### src/tcst_pkg.sv
// Shared types and codes for the TCP connection state tracker.
// No dependencies; every other file imports this package.
package tcst_pkg;

    localparam int CFG_IDX_W = 2;

    // configuration register indexes
    localparam logic [CFG_IDX_W-1:0] REG_SERVER_IP   = 2'd0;
    localparam logic [CFG_IDX_W-1:0] REG_SERVER_PORT = 2'd1;

    localparam logic [31:0] SERVER_IP_RESET   = 32'd2130706433;
    localparam logic [15:0] SERVER_PORT_RESET = 16'd9999;

    // result event codes
    localparam logic [2:0] EV_NONE    = 3'd0;
    localparam logic [2:0] EV_OPENED  = 3'd1;
    localparam logic [2:0] EV_ACTIVE  = 3'd2;
    localparam logic [2:0] EV_CLOSED  = 3'd3;
    localparam logic [2:0] EV_STALE   = 3'd4;
    localparam logic [2:0] EV_DROPPED = 3'd5;

    localparam logic [4:0] WAIT_COUNT_MAX = 5'd31;

    typedef enum logic [1:0] {
        ST_WAIT   = 2'd0,
        ST_ACTIVE = 2'd1,
        ST_CLOSED = 2'd2
    } t_status;

    typedef struct packed {
        logic [31:0] source_ip;
        logic [31:0] dest_ip;
        logic [15:0] source_port;
        logic [15:0] dest_port;
        logic        flag_syn;
        logic        flag_fin;
        logic        flag_ack;
        logic        has_payload;
    } t_seg;

    typedef struct packed {
        logic [2:0] event_res;
        logic [4:0] waiting_count;
    } t_result;

    // lookup summary from the match unit
    typedef struct packed {
        logic    hit;
        logic    has_free;
        t_status status;
    } t_lookup;

endpackage

### src/tcst_match.sv
// Parallel lookup over the connection table: key match and lowest free entry.
// Depends on tcst_pkg.
module tcst_match
    import tcst_pkg::*;
#(
    parameter int ENTRIES = 16
) (
    input  logic [ENTRIES-1:0] i_valid,
    input  logic [31:0]        i_ip     [ENTRIES],
    input  logic [15:0]        i_port   [ENTRIES],
    input  t_status            i_status [ENTRIES],
    input  logic [31:0]        i_key_ip,
    input  logic [15:0]        i_key_port,
    output logic [ENTRIES-1:0] o_match_oh,
    output logic [ENTRIES-1:0] o_free_oh,
    output t_lookup            o_lookup
);

    logic [1:0] status_or;

    always_comb begin
        status_or = 2'b00;
        for (int i = 0; i < ENTRIES; i++) begin
            o_match_oh[i] = i_valid[i] && (i_ip[i] == i_key_ip) && (i_port[i] == i_key_port);
            status_or     = status_or | (i_status[i] & {2{o_match_oh[i]}});
        end
    end

    // lowest clear bit of the valid vector
    assign o_free_oh = ~i_valid & (i_valid + ENTRIES'(1));

    always_comb begin
        o_lookup.hit      = |o_match_oh;
        o_lookup.has_free = ~&i_valid;
        unique case (status_or)
            2'd0:    o_lookup.status = ST_WAIT;
            2'd1:    o_lookup.status = ST_ACTIVE;
            2'd2:    o_lookup.status = ST_CLOSED;
            default: o_lookup.status = ST_CLOSED;
        endcase
    end

endmodule

### src/tcp_connection_state_tracker_top.sv
// Top level of the TCP connection state tracker: input register, table, result register.
// Depends on tcst_pkg and tcst_match.
//
//  channel   | handshake                      | payload
//  ----------+--------------------------------+-------------------------------
//  segment   | start && !busy                 | i_seg (t_seg)
//  result    | o_result_valid, one cycle      | o_result (t_result)
//  config    | i_cfg_valid && o_cfg_ready     | i_cfg_index, i_cfg_data
//
// One segment per cycle while busy is low. A taken segment sits in the input register
// while lookup and table update feed the result register. busy is high during reset
// and clears once reset is released; the table valid bits clear in that reset. The
// receiver cannot stall; nothing backs up.
module tcp_connection_state_tracker_top
    import tcst_pkg::*;
#(
    parameter int TABLE_ENTRIES = 16
) (
    input  logic                 i_clk,
    input  logic                 i_rst_n,
    input  logic                 start,
    output logic                 busy,
    input  t_seg                 i_seg,
    output logic                 o_result_valid,
    output t_result              o_result,
    input  logic                 i_cfg_valid,
    output logic                 o_cfg_ready,
    input  logic [CFG_IDX_W-1:0] i_cfg_index,
    input  logic [31:0]          i_cfg_data
);

    localparam int CNT_BITS = $clog2(TABLE_ENTRIES + 1);
    localparam int CNT_W    = (CNT_BITS > 5) ? CNT_BITS : 5;

    logic                     r_busy;
    logic                     r_in_vld;
    t_seg                     r_seg;
    logic                     r_res_vld;
    t_result                  r_res;
    logic [31:0]              r_host_ip;
    logic [15:0]              r_host_port;
    logic [TABLE_ENTRIES-1:0] r_valid;
    logic [31:0]              r_ip     [TABLE_ENTRIES];
    logic [15:0]              r_port   [TABLE_ENTRIES];
    t_status                  r_status [TABLE_ENTRIES];
    logic [CNT_W-1:0]         r_wait;
    logic [CNT_W-1:0]         n_wait;

    logic                     accept;
    logic                     from_srv;
    logic                     to_srv;
    logic [31:0]              key_ip;
    logic [15:0]              key_port;
    logic [TABLE_ENTRIES-1:0] match_oh;
    logic [TABLE_ENTRIES-1:0] free_oh;
    t_lookup                  lookup;

    logic       set_status;
    t_status    new_status;
    logic       do_insert;
    logic       do_erase;
    logic       cnt_inc;
    logic       cnt_dec;
    logic [2:0] n_event;

    assign accept         = start && !r_busy;
    assign busy           = r_busy;
    assign o_cfg_ready    = !r_busy;
    assign o_result_valid = r_res_vld;
    assign o_result       = r_res;

    assign from_srv = (r_seg.source_ip == r_host_ip) && (r_seg.source_port == r_host_port);
    assign to_srv   = (r_seg.dest_ip == r_host_ip) && (r_seg.dest_port == r_host_port);
    assign key_ip   = from_srv ? r_seg.dest_ip : r_seg.source_ip;
    assign key_port = from_srv ? r_seg.dest_port : r_seg.source_port;

    tcst_match #(
        .ENTRIES(TABLE_ENTRIES)
    ) u_match (
        .i_valid    (r_valid),
        .i_ip       (r_ip),
        .i_port     (r_port),
        .i_status   (r_status),
        .i_key_ip   (key_ip),
        .i_key_port (key_port),
        .o_match_oh (match_oh),
        .o_free_oh  (free_oh),
        .o_lookup   (lookup)
    );

    always_comb begin
        set_status = 1'b0;
        new_status = ST_WAIT;
        do_insert  = 1'b0;
        do_erase   = 1'b0;
        cnt_inc    = 1'b0;
        cnt_dec    = 1'b0;
        n_event    = EV_NONE;
        priority if (!r_in_vld) begin
            n_event = EV_NONE;
        end else if (from_srv) begin
            // server data: waiting -> active, server FIN+ACK: active -> closed; a hit in any other status is stale
            if (r_seg.has_payload) begin
                if (lookup.hit) begin
                    if (lookup.status == ST_WAIT) begin
                        set_status = 1'b1;
                        new_status = ST_ACTIVE;
                        cnt_dec    = 1'b1;
                        n_event    = EV_ACTIVE;
                    end else begin
                        do_erase = 1'b1;
                        n_event  = EV_STALE;
                    end
                end
            end else if (r_seg.flag_fin && r_seg.flag_ack) begin
                if (lookup.hit) begin
                    if (lookup.status == ST_ACTIVE) begin
                        set_status = 1'b1;
                        new_status = ST_CLOSED;
                        n_event    = EV_CLOSED;
                    end else begin
                        do_erase = 1'b1;
                        cnt_dec  = (lookup.status == ST_WAIT);
                        n_event  = EV_STALE;
                    end
                end
            end
        end else if (to_srv && r_seg.flag_syn) begin
            if (lookup.hit) begin
                set_status = 1'b1;
                new_status = ST_WAIT;
                cnt_inc    = (lookup.status != ST_WAIT);
                n_event    = EV_OPENED;
            end else if (lookup.has_free) begin
                do_insert = 1'b1;
                cnt_inc   = 1'b1;
                n_event   = EV_OPENED;
            end else begin
                n_event = EV_DROPPED;
            end
        end
    end

    always_comb begin
        n_wait = r_wait;
        if (cnt_inc) begin
            n_wait = r_wait + CNT_W'(1);
        end else if (cnt_dec) begin
            n_wait = r_wait - CNT_W'(1);
        end
    end

    // control state
    always_ff @(posedge i_clk) begin
        if (!i_rst_n) begin
            r_busy      <= 1'b1;
            r_in_vld    <= 1'b0;
            r_res_vld   <= 1'b0;
            r_wait      <= '0;
            r_valid     <= '0;
            r_host_ip   <= SERVER_IP_RESET;
            r_host_port <= SERVER_PORT_RESET;
        end else begin
            r_busy    <= 1'b0;
            r_in_vld  <= accept;
            r_res_vld <= r_in_vld;
            r_wait    <= n_wait;
            for (int i = 0; i < TABLE_ENTRIES; i++) begin
                if (do_insert && free_oh[i]) begin
                    r_valid[i] <= 1'b1;
                end else if (do_erase && match_oh[i]) begin
                    r_valid[i] <= 1'b0;
                end
            end
            if (i_cfg_valid && o_cfg_ready) begin
                unique case (i_cfg_index)
                    REG_SERVER_IP:   r_host_ip   <= i_cfg_data;
                    REG_SERVER_PORT: r_host_port <= i_cfg_data[15:0];
                    default:         ;
                endcase
            end
        end
    end

    // payload
    always_ff @(posedge i_clk) begin
        if (accept) begin
            r_seg <= i_seg;
        end
        r_res.event_res     <= n_event;
        r_res.waiting_count <= (n_wait > CNT_W'(WAIT_COUNT_MAX)) ? WAIT_COUNT_MAX
                                                                : n_wait[4:0];
        for (int i = 0; i < TABLE_ENTRIES; i++) begin
            if (do_insert && free_oh[i]) begin
                r_ip[i]     <= r_seg.source_ip;
                r_port[i]   <= r_seg.source_port;
                r_status[i] <= ST_WAIT;
            end else if (set_status && match_oh[i]) begin
                r_status[i] <= new_status;
            end
        end
    end

endmodule

### config.mk
export PLATFORM = sky130hd
export DESIGN_NAME = tcp_connection_state_tracker_top
export DESIGN_NICKNAME = d
export VERILOG_FILES = /design/src/tcst_pkg.sv /design/src/tcst_match.sv /design/src/tcp_connection_state_tracker_top.sv
export SDC_FILE = /design/constraint.sdc
export NUM_CORES = 2
export LEC_CHECK = 0
export ABC_AREA = 1
export BUFFER_PORTS_ARGS = -buffer_cell sky130_fd_sc_hd__buf_2
export CAP_MARGIN = 20
export CORE_MARGIN = 3
export CORE_UTILIZATION = 40
export DETAILED_ROUTE_END_ITERATION = 12
export SLEW_MARGIN = 20
export SYNTH_ARGS = -nofsm -noshare
export SYNTH_HDL_FRONTEND = slang
export SYNTH_SLANG_ARGS = --single-unit
### constraint.sdc
create_clock -name i_clk -period 6.5 [get_ports i_clk]
set_input_delay 1.3 -clock i_clk [delete_from_list [all_inputs] [get_ports i_clk]]
set_output_delay 1.3 -clock i_clk [all_outputs]
set_load 0.01 [all_outputs]
==> reports/metrics.yaml <==
ys_seq_elements: 980
first_global_vias: 38690
slew_viol_final: 0
skew_ps: 53.01
first_pass_iters: 8
dpl_cell_area_um2: 53810
clock_path_buffers: 3
seq_area_frac_synth_pct: 58.87
postCtsSetupBuffers: 0
critPathMaxFanout: 41
slew-limit-headroom_pct: 26.53
max_stage_delay_ps: 770
routed_wirelength_um: 228200
setup_ws_ps: 215.1
hold_path_class: "reg -> reg"
worstPathArrival_ps: 6760
viasPerCell: 5.458
yosys_warnings: 0
layout_commonest_cell: "nand2_1"
cts_root_buffer: "clkbuf_16"
synth_top_area_cell: "edfxtp_1"
cts_sinks: 980
powerDensity_nw_per_um2: 251.2
hold_viol: 0
nets: 6256
wl_per_cell_um: 29.19
die_x_um: 352.7
routed-via-count: 42660
worstSetupPathType: "reg -> reg"
crit_buf_inv: 8
ant_nets: 0
rrSetupSlack_ps: 220
hold_buffers: 0
post_cts_resize_count: 0
netlist_instances: 5629
gp_congestion: 1.049
rows: 126
syn_avg_cell_area_um2: 8.542
start_kind: "flop"
hpwl_um: 171100
vdd_drop_max_v: 0.0002372
p_leak_nw: 26.01
post-route-period-util_pct: 96.69
post-place-ws_ps: 474.6
core_area_um2: 118700
cts_inserted_buffers: 111
drive_above_1_share_pct: 13.07
finalSetupTns_ps: 0
die_h_um: 352.7
endpoint_kind: "flop"
grt_usage_pct: 35.67
htreeDepth: 3
final_cell_area_um2: 57660
setup_violations: 0
path_clk_slew_ps: 60
slowest_stage: "edfxtp_1"
antenna_found_initial: 12
start_util_pct: 40.50
overflow: 0
cp_top_family: "simple AND/OR/NAND/NOR gates"
drt_iter0_drc: 6726
yosysTopAreaCellShare_pct: 54.21
worst_pin_slew_ps: 1093
min_period_ps: 6285
io_pins: 149
layout_common_cells: "nand2_1 (2354), edfxtp_1 (868), inv_1 (749)"
ys_types: 39
rsz0062_at_grt: "no"
drc_errors: 0
synthesis.nets: 5769
utilization_pct: 48.57
synthTopCellsByArea: "edfxtp_1 (54%), nand2_1 (18%), inv_1 (5.9%)"
crit_top_cell: "nand2_1"
io_buffer_count: 148
cap_violations: 0
required_ps: 6970
clock_latency_ps: 750
tritoncts: "yes"
syn_area_um2: 48080
die_area_um2: 124400
clock.fmax_ghz: 0.1591
status: "finished, final reports clean"
grt_pass1_wl_um: 307300
syn_to_final_growth_pct: 19.92
grt_max_degree: 72
-- worst register-to-register path, delay by kind of cell, from the launching register on --
kind / cells / cell delay [ps]
buffers and inverters: 8 / 1660
flip-flops: 1 / 770
AND/OR/NAND/NOR: 23 / 3590
-- cells by family after synthesis --
| family | Yosys count | synth area share [%] |
|---|---|---|
| adders and majority gates | 2 | 0.05204 |
| buffers and inverters | 922 | 7.955 |
| xor gates and xnor gates | 79 | 1.439 |
| DFF | 980 | 58.87 |
| AOI/OAI and AO/OA | 301 | 3.362 |
| and+or+nand+nor | 3345 | 28.32 |
-- state kept, by name (all words and copies together) (netlist names) --
signal	cells
busy	1
o_result	8
o_result_valid	1
r_host_ip	32
r_host_port	16
r_in_vld	1
r_ip	512
r_port	256
r_seg	100
r_status	32
r_valid	16
r_wait	5
-- per-layer routing --
layer,vias up,GRT usage [%],wire length (um)
li1,18800,-,-
met1,20460,47.96,88180
met2,2859,53.02,96330
met3,533,8.217,27720
met4,4,20.23,15890
met5,-,0,26
-- metrics by stage --
step           std cells  power (mW)  hold slack, ps
3_5_place_dp        7603       7.913           449.6
5_1_grt             7812       14.79           479.8
2_1_floorplan       5629       7.396           421.3
6_report            7816       14.48           443.2
3_3_place_gp        7603       7.912           442.8
4_1_cts             7812       14.48           441.2
-- final timing paths --
path / start / to / depth (start not counted)
worst max-delay path: r_seg[33] / r_port[82] / 31
worst min register to register: r_in_vld / o_result_valid / 2
worst max register to register: r_seg[33] / r_port[82] / 31
worst min-delay path: r_in_vld / o_result_valid / 2
-- cell usage after synthesis --
cell type	instances
nor2b_1	1
clkinv_1	2
xnor2_1	21
nor4_1	10
nand3_2	18
o2bb2ai_1	2
inv_2	18
a221oi_1	3
nor4b_1	1
dfxtp_1	112
clkbuf_1	18
nor2_4	4
nor2_1	527
nor4_2	2
nand4_1	6
inv_1	754
nand3_4	1
buf_6	9
o22ai_1	51
nand4_4	1
nand2_4	1
nand3_1	308
o21ai_0	122
nand3b_1	46
xor2_1	58
o211ai_1	10
buf_4	50
edfxtp_1	868
nand2_2	45
nor3_1	5
buf_8	2
a21oi_1	79
buf_2	69
nor3_4	10
nor2_2	5
a211oi_1	1
ha_1	2
o21ai_1	33
nand2_1	2354
-- layout make-up --
type	instances	area (um2)
Fill cell	11280	61050
Sequential cell	980	28310
Multi-Input combinational cell	3727	16000
Timing Repair Buffer	522	4599
Clock buffer	147	3085
Inverter	774	2905
Tap cell	1600	2002
Clock inverter	62	752.0
Antenna cell	4	10.01
-- report_power, final --
group | switching [mW] | leakage [nW] | total (mW) | internal (mW)
Clock | 2.79 | 1.86 | 6.66 | 3.87
Sequential | 0.0783 | 8.74 | 6.95 | 6.87
Combinational | 0.640 | 15.4 | 0.873 | 0.234
(Power assumes the default switching activity.)
